File: config.mk
export PLATFORM = sky130hd
export DESIGN_NAME = rnb_queue
export DESIGN_NICKNAME = d
export VERILOG_FILES = /design/src/rtl/rnb_pkg.sv /design/src/rtl/rnb_queue.sv
export SDC_FILE = /design/constraint.sdc
export NUM_CORES = 1
export LEC_CHECK = 0
export CORE_MARGIN = 5
export CORE_UTILIZATION = 35
export CTS_CLUSTER_DIAMETER = 60
export DETAILED_ROUTE_END_ITERATION = 10
export DONT_BUFFER_PORTS = 1
export PLACE_DENSITY = 0.59
export SYNTH_ARGS = -nofsm -noshare
export SYNTH_HDL_FRONTEND = slang
export SYNTH_SLANG_ARGS = --single-unit
File: constraint.sdc
create_clock -name clk -period 5.7 [get_ports clk]
set_clock_uncertainty 0.15 [all_clocks]
set_input_delay 1.71 -clock clk [delete_from_list [all_inputs] [get_ports clk]]
set_output_delay 1.71 -clock clk [all_outputs]
set_load 0.01 [all_outputs]
File: src/rtl/rnb_pkg.sv
package rnb_pkg;

  // Field widths fixed by the pixel format and the register map.
  // The input row count runs one row past the height while a frame drains, so
  // the row counters carry one bit more than the height register.
  localparam int CHAN_W       = 8;
  localparam int ROW_W        = 14;
  localparam int WIDTH_REG_W  = 11;
  localparam int HEIGHT_REG_W = 13;
  localparam int CFG_INDEX_W  = 2;
  localparam int CFG_DATA_W   = 13;

  // Register indexes on the configuration channel.
  localparam logic [CFG_INDEX_W-1:0] REG_FRAME_WIDTH  = 2'd0;
  localparam logic [CFG_INDEX_W-1:0] REG_FRAME_HEIGHT = 2'd1;

  // Input operation codes.
  localparam logic OP_PUSH  = 1'b0;
  localparam logic OP_DRAIN = 1'b1;

  // Depth of the queue between the front and the back.
  localparam int QUEUE_DEPTH = 4;

  // Window geometry: three rows of three taps, oldest column on the left.
  localparam int WIN_SIZE    = 9;
  localparam int WIN_CENTRE  = 4;
  localparam int WIN_MID_NEW = 5;

  typedef struct packed {
    logic [CHAN_W-1:0] red;
    logic [CHAN_W-1:0] green;
    logic [CHAN_W-1:0] blue;
  } pixel_t;

  // One classified beat, handed from the front to the back.
  typedef struct packed {
    pixel_t pix;
    logic   up_en;
    logic   mid_en;
    logic   emit;
    logic   border;
    logic   last;
    logic   sel_mid;
  } job_t;

  // Sum of the eight neighbours of the centre, each divided by 8 first.
  function automatic logic [CHAN_W-1:0] neighbour_sum(
      input logic [WIN_SIZE-1:0][CHAN_W-1:0] taps);
    logic [CHAN_W-1:0] acc;
    acc = '0;
    for (int i = 0; i < WIN_SIZE; i++) begin
      if (i != WIN_CENTRE) begin
        acc = acc + {3'b000, taps[i][CHAN_W-1:3]};
      end
    end
    return acc;
  endfunction

endpackage

File: src/rtl/rnb_queue.sv
module rnb_queue #(
  parameter int DW = 32
) (
  input  logic          clk,
  input  logic          rst,
  input  logic          push,
  input  logic [DW-1:0] push_data,
  input  logic          pop,
  output logic [DW-1:0] pop_data,
  output logic          full,
  output logic          empty
);
  import rnb_pkg::*;

  localparam int PW = (QUEUE_DEPTH > 1) ? $clog2(QUEUE_DEPTH) : 1;
  localparam int NW = $clog2(QUEUE_DEPTH + 1);

  logic [DW-1:0] entries [QUEUE_DEPTH];
  logic [PW-1:0] head;
  logic [PW-1:0] tail;
  logic [NW-1:0] count;

  assign full     = (count == NW'(QUEUE_DEPTH));
  assign empty    = (count == '0);
  assign pop_data = entries[head];

  // Storage: written at the tail only.
  always_ff @(posedge clk) begin
    if (push) begin
      entries[tail] <= push_data;
    end
  end

  // Pointers and fill count.
  always_ff @(posedge clk) begin
    if (rst) begin
      head  <= '0;
      tail  <= '0;
      count <= '0;
    end else begin
      if (push) begin
        tail <= (tail == PW'(QUEUE_DEPTH - 1)) ? '0 : tail + PW'(1);
      end
      if (pop) begin
        head <= (head == PW'(QUEUE_DEPTH - 1)) ? '0 : head + PW'(1);
      end
      if (push && !pop) begin
        count <= count + NW'(1);
      end else if (pop && !push) begin
        count <= count - NW'(1);
      end
    end
  end

endmodule

# After elaboration in Yosys (flattened, before gate mapping)

Memory sizes are Yosys's and may differ from the RTL's. A register that Yosys moved wholly into a read port is not among the register bits.
Index checks and enable logic that the tools add are counted.

Register bits after elaboration: 7
Memory bits (writable): 128
Input port bits: 36
Output and inout port bits: 34
Word-level logic and storage cells: 25
Memories kept: 1

Memory list:

| memory  | words | width | read ports | clocked after Yosys merged registers in | write ports | RTL line        | source |
|---|---|---|---|---|---|---|---|
| entries | 4     | 32    | 1          | 1                                       | 1           | rnb_queue.sv:18 | `logic [DW-1:0] entries [QUEUE_DEPTH];` |

$add $sub $neg: 4
Equality and inequality tests: 3
Mux-type cells: 8
Reductions and logical operators: 6

Operators with widths:

| operator              | number |
|---|---|
| $mux W2               | 4 |
| $mux W3               | 2 |
| $add A2 B1 Y2 const B | 2 |
| $eq A2 B2 Y1 const B  | 2 |
| $add A3 B1 Y3 const B | 1 |
| $eq A3 B3 Y1 const B  | 1 |
| $logic_not A3 Y1      | 1 |
| $sub A3 B1 Y3 const B | 1 |
| $logic_and A1 B1 Y1   | 2 |
| $logic_not A1 Y1      | 2 |
| $mux W1               | 2 |
| $reduce_bool A2 Y1    | 1 |

# Longest topological paths before layout

Depth after elaboration: 4
Depth in mapped cells: 7
Depth with buffers taken out: 7

# Worst setup path before layout

No wires, ideal clock.

Path kind: input-to-reg
From: input port pop
To: register count[2]
Setup time: 70 ps
Arrival time: 2902 ps
Data required time: 5480 ps
Path slack: 2578 ps
Stages: 7
Buffers on the path: 0
Path through: inv_1 > ha_1 > inv_1 > fa_1 > xor2_1 > or3_1 > a21oi_1

Cells in the longest elaborated chain, start to end: 3
Elaborated cells on any way between the ends: 5

RTL lines:

| element                                              | RTL line        | source |
|---|---|---|
| start, declared                                      | rnb_queue.sv:8  | `input logic pop,` |
| $logic_not A1 Y1                                     | rnb_queue.sv:47 | `if (push && !pop) begin` |
| $logic_and A1 B1 Y1                                  | rnb_queue.sv:47 |  |
| $mux W3 / $reduce_bool A2 Y1 (equally long branches) | --              |  |
| end signal, assigned                                 | rnb_queue.sv:48 | `count <= count + NW'(1);` |
| end signal, assigned                                 | rnb_queue.sv:50 | `count <= count - NW'(1);` |
| end, declared                                        | rnb_queue.sv:21 | `logic [NW-1:0] count;` |

Several ways; a longest one is shown, not always the timed one.
A chain may end at the register's enable or synchronous reset.

==> reports/results.tsv <==
stage	metric	value	unit
synthesis	ys_warn_count	0	
worst_setup_path	worstSetupPathType	register to primary output	
route	viasPerCell	4.89	
hold_path	hp-class	register to register	
timing	setup_tns	0	ns
final_layout	fin_nets	268	
clocking	post_cts_buffers	0	
synthesis	synthMuxAreaShare	0.149	
power	power_density	402	mW/mm^2
worst_setup_path	path_max_fanout	18	
worst_setup_path	reg2reg_to	entries[0][27]	
floorplan	io_pins	70	
job	cap_viol_max_count	0	
power	power.total	2340	uW
timing	final_max_slew_viol_count	0	
timing	setup_viol	0	
global_routing	grt.overflow.total	0	
placement	io_buffers	0	
route	wirelength	8680	um
power	p_leak	0.00186	uW
worst_setup_path	cp.required	3.84	ns
route	drt_iter0_markers	103	
floorplan	core_region_area	0.0144	sq mm
route	vias	2055	
worst_setup_path	crit_path_start_kind	register	
route	drtAntennaViolNets	0	
final_layout	nFillCells	1309	
worst_setup_path	rrSetupSlack	3.81	ns
final_layout	final_layout_size_suffix_gt1_frac	0.267	
clocking	cts_made_buffers	17	
clocking	cts_num_sinks	137	
worst_setup_path	ff2ff_path_depth	3	
worst_setup_path	r2r_start	tail[0]	
synthesis	synthesis.area	0.00510	sq mm
clocking	postCtsHoldBufs	0	
clocking	cts-root-buf	clkbuf_16	
global_routing	grt_max_degree	33	
synthesis	synth-simple-area-share	0.0159	
clocking	cts_tree	built	
floorplan	fp.dieH	131	um
synthesis	ys_ff_latch	137	
floorplan	die_area	0.0171	sq mm
global_routing	grt_pass1_wl	13400	um
floorplan	start_util	0.354	
floorplan	die_w	131	um
synthesis	yosysTopAreaCell	edfxtp_1	
timing	worst_pin_slew	0.953	ns
clocking	path_clk_slew	0.06	ns
synthesis	synth_compound_area_frac	0.00392	
synthesis	syn_inst	212	
timing	relSlewSlack	0.365	
clocking	post_cts_resized	0	
timing	rsz0062_at_grt	false	
synthesis	syn_nets	255	
final_layout	area_delta_synth_final	14.2	%
route	dr.pass1.iters	6	
floorplan	rows	44	
placement	gp_congestion	0.708	
global_routing	antenna_found_initial	0	
timing	max_freq	241	MHz
hold_path	min_path_cells	2	
synthesis	ys_types	19	
synthesis	synth-seq-area-share	0.789	
power	peakVddDrop	155	uV
placement	detailed_place_hpwl	5070	um
clocking	clk_latency	0.41	ns
synthesis	synth_top_cell_area_share	0.753	
final_layout	final_cell_mix	edfxtp_1, mux4_2, clkbuf_16	
route	route.detailed.drc	0	
global_routing	gr-usage-all-layers	0.111	
clocking	htree_levels	4	
timing	fin_crit	4.15	ns
hold_path	holdCritStartpoint	head[1]	
global_routing	grt_pass1_vias	2294	
route	wl_per_cell	20.7	um
timing	finalCritPeriodShare	0.728	
worst_setup_path	arrival	2.29	ns
synthesis	synth.area.top_cells	edfxtp_1, mux4_2, dfxtp_1	
synthesis	synth.avg_cell_area	24.1	sq um
clocking	cts_buffer_depth	2	
final_layout	diodes	0	
synthesis	synth_top_family_by_area	multiplexers	
worst_setup_path	end_kind	primary output	
timing	hold_viol	0	
synthesis	synth-xor-area-share	0.00343	
final_layout	final_common_cell	edfxtp_1	
outcome	status	completed	
synthesis	synth-adder-area-share	0.0186	
-- per-layer routing --
layer | wire length [um] | track usage | part of all wire
met1 | 3480 | 0.124 | 0.40
met2 | 4330 | 0.177 | 0.50
met3 | 706 | 0.0553 | 0.081
met4 | 164 | 0.0581 | 0.019
met5 | 0 | 0 | 0
-- how the worst max path moves through the flow --
stage                    to  slack [ns]  startpoint
2_1_floorplan      count[2]        2.58         pop
3_3_place_gp   pop_data[23]        1.90    register
3_5_place_dp   pop_data[23]        1.89    register
4_1_cts        pop_data[23]        1.43    register
5_1_grt        pop_data[12]        1.34    register
6_report       pop_data[12]        1.55    register
-- Yosys cell counts (all sizes together) --
master	instances
ha	6
fa	1
dfxtp	9
a21oi	3
nor3	1
or3	1
and2	4
inv	5
edfxtp	128
o21ai	1
buf	7
mux4	32
xor2	2
nor2	6
mux2i	3
nor3b	3
-- critical path, cell delays in order (launching register included) --
cell and delay, ns:
dfxtp_2 0.78, buf_4 0.42, mux4_1 0.67
-- sequential cells by signal, summed over array words and instances (netlist names), named ones only --
register	flops
entries	128
count	3
head	2
tail	2
-- layout make-up --
type                    count  area [sq um]  area share
flip-flops and latches    137          4030       0.691
multi-input cells          63           977       0.168
clock buffers              18           429      0.0737
well taps                 184           230      0.0395
clock inverters            12           134      0.0230
inverters                   5          18.8     0.00322
repair buffers              1          7.51     0.00129
-- where the power goes --
part           switching (uW)  internal [uW]
registers                25.7           1150
clock network             374            672
logic                    67.2           56.0
total                     467           1880
-- metrics by stage --
step,util,cells,area (sq um),worst slack [ns],hold slack [ns]
detailed placement,0.365,390,5260,1.89,0.376
floorplan,-,212,5100,2.58,0.310
finish,0.404,420,5820,1.55,0.389
global route,0.404,420,5820,1.34,0.419
global placement,0.365,390,5260,1.90,0.329
CTS,0.404,420,5820,1.43,0.383
-- logic make-up after synthesis --
| family | count (synthesis) |
|---|---|
| XOR/XNOR | 2 |
| buffers and inverters | 12 |
| AO/OA/AOI/OAI | 4 |
| multiplexers | 35 |
| AND/OR/NAND/NOR | 15 |
| adder cells (fa/ha/maj) | 7 |
| flip-flops | 137 |
No activity file was read; power rests on OpenSTA's default activity.
