File: config.mk
export PLATFORM = sky130hd
export DESIGN_NAME = rnb_front
export DESIGN_NICKNAME = d
export VERILOG_FILES = /design/src/rtl/rnb_pkg.sv /design/src/rtl/rnb_front.sv
export SDC_FILE = /design/constraint.sdc
export NUM_CORES = 1
export LEC_CHECK = 0
export ABC_AREA = 1
export ABC_CLOCK_PERIOD_IN_PS = 2700
export BUFFER_PORTS_ARGS = -buffer_cell sky130_fd_sc_hd__buf_2
export CAP_MARGIN = 20
export CORE_MARGIN = 2
export CORE_UTILIZATION = 55
export DETAILED_ROUTE_END_ITERATION = 7
export GPL_ROUTABILITY_DRIVEN = 0
export PLACE_DENSITY = 0.82
export SLEW_MARGIN = 0
export SYNTH_ARGS = -nofsm -noshare
export SYNTH_HDL_FRONTEND = slang
export SYNTH_SLANG_ARGS = --single-unit
File: constraint.sdc
create_clock -name clk -period 2.7 [get_ports clk]
set_input_delay 0.27 -clock clk [delete_from_list [all_inputs] [get_ports clk]]
set_output_delay 0.27 -clock clk [all_outputs]
set_load 0.05 [all_outputs]
File: src/rtl/rnb_pkg.sv
package rnb_pkg;

  // Field widths fixed by the pixel format and the register map.
  // The input row count runs one row past the height while a frame drains, so
  // the row counters carry one bit more than the height register.
  localparam int CHAN_W       = 8;
  localparam int ROW_W        = 14;
  localparam int WIDTH_REG_W  = 11;
  localparam int HEIGHT_REG_W = 13;
  localparam int CFG_INDEX_W  = 2;
  localparam int CFG_DATA_W   = 13;

  // Register indexes on the configuration channel.
  localparam logic [CFG_INDEX_W-1:0] REG_FRAME_WIDTH  = 2'd0;
  localparam logic [CFG_INDEX_W-1:0] REG_FRAME_HEIGHT = 2'd1;

  // Input operation codes.
  localparam logic OP_PUSH  = 1'b0;
  localparam logic OP_DRAIN = 1'b1;

  // Depth of the queue between the front and the back.
  localparam int QUEUE_DEPTH = 4;

  // Window geometry: three rows of three taps, oldest column on the left.
  localparam int WIN_SIZE    = 9;
  localparam int WIN_CENTRE  = 4;
  localparam int WIN_MID_NEW = 5;

  typedef struct packed {
    logic [CHAN_W-1:0] red;
    logic [CHAN_W-1:0] green;
    logic [CHAN_W-1:0] blue;
  } pixel_t;

  // One classified beat, handed from the front to the back.
  typedef struct packed {
    pixel_t pix;
    logic   up_en;
    logic   mid_en;
    logic   emit;
    logic   border;
    logic   last;
    logic   sel_mid;
  } job_t;

  // Sum of the eight neighbours of the centre, each divided by 8 first.
  function automatic logic [CHAN_W-1:0] neighbour_sum(
      input logic [WIN_SIZE-1:0][CHAN_W-1:0] taps);
    logic [CHAN_W-1:0] acc;
    acc = '0;
    for (int i = 0; i < WIN_SIZE; i++) begin
      if (i != WIN_CENTRE) begin
        acc = acc + {3'b000, taps[i][CHAN_W-1:3]};
      end
    end
    return acc;
  endfunction

endpackage

File: src/rtl/rnb_front.sv
module rnb_front #(
  parameter int CW = 10
) (
  input  logic                      clk,
  input  logic                      rst,
  input  logic                      restart,
  input  logic [CW-1:0]             col_last,
  input  logic [rnb_pkg::ROW_W-1:0] height,
  input  logic [rnb_pkg::ROW_W-1:0] row_last,
  input  logic                      in_valid,
  output logic                      in_stall,
  input  logic                      op,
  input  rnb_pkg::pixel_t           pix,
  input  logic                      q_full,
  output logic                      q_push,
  output rnb_pkg::job_t             q_job,
  output logic [CW-1:0]             q_col
);
  import rnb_pkg::*;

  logic [ROW_W-1:0] in_row;
  logic [ROW_W-1:0] in_row_next;
  logic [CW-1:0]    in_col;
  logic [CW-1:0]    in_col_next;
  logic [ROW_W-1:0] out_row;
  logic [ROW_W-1:0] out_row_next;
  logic [CW-1:0]    out_col;
  logic [CW-1:0]    out_col_next;

  logic accept;
  logic drain;
  logic frame_full;
  logic active;

  assign in_stall   = q_full;
  assign accept     = in_valid && !q_full;
  assign drain      = (op == OP_DRAIN);
  assign frame_full = (in_row >= height);

  // A push is taken until the frame is complete, a drain only after that.
  assign active = drain ? frame_full : !frame_full;
  assign q_push = accept && active;
  assign q_col  = in_col;

  // Classify the beat: line gating, whether it yields a pixel, border and end of frame.
  always_comb begin
    q_job.pix     = drain ? '0 : pix;
    q_job.up_en   = (in_row >= ROW_W'(2));
    q_job.mid_en  = (in_row != '0);
    q_job.emit    = drain || !((in_row == '0) || ((in_row == ROW_W'(1)) && (in_col == '0)));
    q_job.border  = (out_row == '0) || (out_row == row_last) ||
                    (out_col == '0) || (out_col == col_last);
    q_job.last    = (out_row == row_last) && (out_col == col_last);
    q_job.sel_mid = drain && (height == ROW_W'(1));
  end

  // Input and output position counters.
  always_comb begin
    in_row_next  = in_row;
    in_col_next  = in_col;
    out_row_next = out_row;
    out_col_next = out_col;
    if (restart) begin
      in_row_next  = '0;
      in_col_next  = '0;
      out_row_next = '0;
      out_col_next = '0;
    end else if (q_push) begin
      if (in_col == col_last) begin
        in_col_next = '0;
        in_row_next = in_row + ROW_W'(1);
      end else begin
        in_col_next = in_col + CW'(1);
      end
      if (q_job.emit) begin
        if (q_job.last) begin
          in_row_next  = '0;
          in_col_next  = '0;
          out_row_next = '0;
          out_col_next = '0;
        end else if (out_col == col_last) begin
          out_col_next = '0;
          out_row_next = out_row + ROW_W'(1);
        end else begin
          out_col_next = out_col + CW'(1);
        end
      end
    end
  end

  always_ff @(posedge clk) begin
    if (rst) begin
      in_row  <= '0;
      in_col  <= '0;
      out_row <= '0;
      out_col <= '0;
    end else begin
      in_row  <= in_row_next;
      in_col  <= in_col_next;
      out_row <= out_row_next;
      out_col <= out_col_next;
    end
  end

endmodule

Yosys cells after proc, flatten, opt, wreduce, memory -nomap -nowiden
Cells that the tools add are included.
- bits in registers: 48
- bits of input ports: 68
- logic and storage cells: 49
- add/subtract/negate cells: 4
- magnitude comparators: 2
- equal/unequal tests: 5
- multiplexer cells: 12
- reduce and logical (&&, ||, !) cells: 22
- operators with widths (kind ; number):
    $mux 14 ; 5
    $mux 10 ; 5
    $add 14x1->14 const B ; 2
    $eq 14x1->1 const B ; 2
    $logic_not 14->1 ; 2
    $mux 24 ; 1
    $add 10x1->10 const B ; 2
    $eq 10x10->1 ; 2
    $logic_not 10->1 ; 2
    $eq 14x14->1 ; 1
    $ge 14x14->1 ; 1
    $ge 14x2->1 const B ; 1
    $reduce_bool 14->1 ; 1
    $logic_and 1x1->1 ; 5
    $logic_or 1x1->1 ; 5
    $logic_not 1->1 ; 3
    $reduce_and 3->1 ; 1
    $reduce_and 2->1 ; 1
    $reduce_bool 2->1 ; 1
    $reduce_or 2->1 ; 1
    $mux 1 ; 1

Longest topological paths before layout
- depth in word-level cells: 6
- gate-level depth with buffers: 17
- gate-level depth less buffers: 16

Worst setup path after synthesis
Ideal clock, no wire load.
- kind: input -> output
- start: input op
- end: output q_job[0] (netlist bit)
- data arrival time: 2.078 ns
- required time: 2.430 ns
- path slack: 0.352 ns
- stages: 3
- path buffers: 1
- cells stage by stage: buf_2 -> nand4_1 -> nor4_1
- RTL lines (item ; RTL line ; text):
    start, declared ; rnb_front.sv:12 ; input logic op,
    end, declared ; rnb_front.sv:16 ; output rnb_pkg::job_t q_job,

Final worst setup path
- start: register in_row[0]
- end: output q_push
- longest elaborated chain between the ends: 4
- ends and longest elaborated chain (item ; RTL line ; text):
    start, declared ; rnb_front.sv:21 ; logic [ROW_W-1:0] in_row;
    start signal, assigned ; rnb_front.sv:98 ; in_row <= in_row_next;
    $ge 14x14->1 * ; rnb_front.sv:38 ; assign frame_full = (in_row >= height);
    $logic_not 1->1 ; rnb_front.sv:41 ; assign active = drain ? frame_full : !frame_full;
    $mux 1 * ; rnb_front.sv:41 ;
    $logic_and 1x1->1 * ; rnb_front.sv:42 ; assign q_push = accept && active;
    end, declared ; rnb_front.sv:15 ; output logic q_push,
Every way passes the cells marked *; elsewhere a longest branch is shown, timed or not.

==> results list <==
* Crit. End Element: output port
- Once detailed placement completed, the half-perimeter wirelength came to 9762 microns.
- Maximum VDD drop: 215.4 uV
- Routed via count: 5,377
* Area share of the largest cell type after synthesis: 0.2106
- Maximum number of pins on one net before global-route repair: 29
* Unrepaired setup endpoints after global routing: false
- Die Width: roughly 95 microns
- Number of global-route vias before repair: 4,841
- DRT Wirelength: 12,630 microns
- After detailed routing, the number of remaining DRC violations is 0.
- On the worst path, the slowest cell contributes a delay of approximately 450 ps.
* Growth of design area from synthesis to finish: 15.19%
- Of the available clock period, the critical path in the final layout requires 0.9203.
- Required time of the critical path: approximately 2400 ps
- In this run the static leakage power is 2.663 nW.
- The clock drives 48 sinks.
* Final critical delay including setup and external delays: 2485 ps
* Pin slew with the least headroom to its limit: 760.7 ps
* Height of the die: 95.09 microns
* Setup CP Type: reg -> out
- Inserted Diodes: 0
- In the final timing run, aggregate negative setup slack is 0 ps.
- Number of flops mapped to enable cells by yosys: 0
* Number of nets in the finished design: approximately 990
* Number of buffers inserted during clock tree synthesis: 5
- Fill cells in the final layout number 781.
* Max clock buf depth: 2
- Synth warnings: 0
* Peak fanout along the critical path: 6
* Vias per Instance: 5.361
- Clk pin slew, worst setup/hold paths: 100 ps
* Cell occurring most often along the worst timing path: nand2_1
* Root cell of the clock tree: clkbuf_8
* Num ports: 110
* Dpl ws: just under 300 ps
- The share of the Yosys chip area taken by registers is 0.2106.
- Ranking of synthesized cells by instance count: nand2_1 (227), nor2_1 (118), inv_1 (106)
* Pre-Repair DR Iteration Count: 5
* Pwr Density: between 300 and 400 mW/mm^2
* Total of flip-flops plus latches after synthesis: 48
- Broken down by cell family, the worst path's largest delay share belongs to simple AND/OR/NAND/NOR gates.
- In this run the mean area of a mapped cell was between 5 and 6 sq um.
- Nature of the critical path startpoint: flip-flop
- Antenna violations before repair: 0
* Final setup margin: 215.2 ps
- Worst skew pair latency: 310 ps
* Most used routing layer: met2
- For this run, the leading register cell type out of synthesis is dfxtp_1.
- nand2_1 is the most common cell in the netlist.
* Proportion of synthesized area in mux cells: 0
- The die covers 0.009041 sq mm.
- Arrival time reported for the critical path endpoint: 2210 ps
- Area of the multi-input gates: 0.002987 sq mm
- Count of buffers inserted at the top-level ports: 109
* Highest achievable clock rate: about 0.4 GHz
- After detailed placement, the design holds a cell count of around 990.
- For met2 alone, demand over resource in global routing was 0.4941.
* Remaining number of nets flagged by the antenna check after routing: 0
* Share of synthesized registers carrying an async set or reset: 0
- Post-synth net total: 890
- Row count: 33
- The min-delay analysis places its worst path in the category in -> reg.
* Final clock skew: 13.28 ps
* Met3 track utilization from global routing: 0.03478
* Fraction of the mapped netlist area in adder cells: 0.06581
* First-pass GRT wire length: 20,510 microns
* Slowest stage cell on the critical path: dfxtp_1
- Outcome: completed
* Effective utilization at floorplan: 0.5610
* Share of final-layout standard cells stronger than drive strength 1: 0.1826
- Post-synthesis xor/xnor area fraction: 0.03455
- Simple-gate share of the synthesized area: 0.4771
- Overall power consumption: approximately 1.6 mW
- For met1 alone, demand over resource in global routing was 0.3432.
- Across the whole layout, storage elements account for 960.9 sq um.
- After clock tree synthesis, the repair step resized 0 gates.
- The total count of hold-check failures in the final report was 0.
- The netlist uses 31 different library cells.
* Drt first-iter violations: 355
* Worst slew slack as a fraction of its limit: 0.4923
- Syn Std Cell Area: 0.004563 sq mm
- In the global route stage, overall resource usage came out at 0.2770.
* Number of buffer and inverter instances along the worst setup path: 2
- Count of non-filler cells in the finished layout: 1,003
* Area of the placeable core: between 0.008 and 0.009 sq mm
- The final-report max-slew violation count was 0.
- Post-synthesis instance total: 798
- Level count of the clock H-tree: 2
* Top post-synthesis cells by area: dfxtp_1 (21%), nand2_1 (19%), nor2_1 (9.7%)
- The compound-cell area share of the yosys netlist is 0.07705.
- Main combinational cell family by area after synthesis: simple AND/OR/NAND/NOR gates
- The largest total area in the synthesized netlist belongs to dfxtp_1.
* Total congestion overflow after global routing: 0
- Average detailed-routed wire length per instance: 12.60 microns
* Final count of negative-setup-slack endpoints: 0
* Number of maximum-capacitance constraint violations: 0
- The critical path goes through inv_1, ha_1, nand2_1, nor2_1, nand2_1, nand2_1, nand2_2, nand4_2, nand2_1, nor2_4, buf_2.
- Clock tree from TritonCTS: done
logic make-up after synthesis:
| kind of cell | count (synthesis) |
|---|---|
| flip-flops | 48 |
| adder cells (fa/ha/maj) | 24 |
| AND/OR/NAND/NOR | 491 |
| buffers and inverters | 147 |
| XOR/XNOR | 18 |
| AO/OA/AOI/OAI | 70 |
metrics by stage:
stage          cell area, sq um    util  hold slack [ps]
6_report                   5256  0.6462            458.2
5_1_grt                    5256  0.6462            468.5
4_1_cts                    5256  0.6462            449.4
3_5_place_dp               5127  0.6304            511.1
3_3_place_gp               5127  0.6304            498.8
2_1_floorplan              4563       -            473.9
layout by cell type (no fill, tap or decap), types with 3 or more instances in the layout:
| cell type | instances |
|---|---|
| a21oi_1 | 48 |
| buf_2 | 109 |
| buf_4 | 6 |
| clkbuf_8 | 6 |
| dfxtp_1 | 48 |
| ha_1 | 24 |
| inv_1 | 106 |
| inv_2 | 18 |
| nand2_1 | 227 |
| nand2_2 | 6 |
| nand3_1 | 66 |
| nand4_1 | 28 |
| nor2_1 | 118 |
| nor2_2 | 3 |
| nor3_1 | 24 |
| nor4_1 | 4 |
| o21ai_0 | 19 |
| or2_2 | 5 |
| xnor2_1 | 4 |
| xor2_1 | 14 |
where the power goes:
group	total, mW	internal (mW)	switching (mW)
clock	0.574	0.304	0.271
sequential	0.713	0.709	0.00341
combinational	0.300	0.0959	0.204
cell type report:
cell class,count,area share
Multi-Input combinational cell,603,0.5682
Sequential cell,48,0.1828
Timing Repair Buffer,115,0.1124
Inverter,124,0.08855
Tap cell,105,0.02499
Clock buffer,6,0.01571
Clock inverter,2,0.007379
routing by layer:
layer / vias to the layer above / wire, microns
met4: 0 / 127
met5: - / 0
met3: 13 / 1089
met2: 246 / 6047
met1: 2402 / 5369
li1: 2716 / -
state kept, by name, summed over array words and instances (netlist names):
register and cells:
out_col 10, q_col 10, out_row 14, in_row 14
worst register-to-register path, cell delays in order, from the launching register on:
cell     delay, ps
dfxtp_1        450
inv_1          170
ha_1           310
nand2_1         50
nor2_1          70
nand2_1         60
nand2_1         70
nand2_2         70
nand4_2        120
nand2_1        100
nor2_4         160
buf_4          230
nand3_4        150
inv_2          200
nor2_1          60
nor2_1         100
repair_timing:
| item | 4_1_cts | 5_1_grt |
|---|---|---|
| endpoints found under the setup margin | 1 | 0 |
| hold buffers | 0 | 0 |
| hold endpoints to repair | 0 | 0 |
| buffers inserted | 1 | 0 |
worst paths after layout:
path	start	to	slack [ps]	depth (start not counted)
setup / recovery	in_row[0]$_SDFFE_PP0N_	q_push	220	11
hold / removal	rst	out_row[3]$_SDFFE_PP0P_	460	5
setup reg to reg	in_row[0]$_SDFFE_PP0N_	out_row[12]$_SDFFE_PP0P_	280	15
hold reg to reg	in_row[5]$_SDFFE_PP0N_	in_row[5]$_SDFFE_PP0N_	530	2
Note: power is estimated with default switching activity, not from simulation.
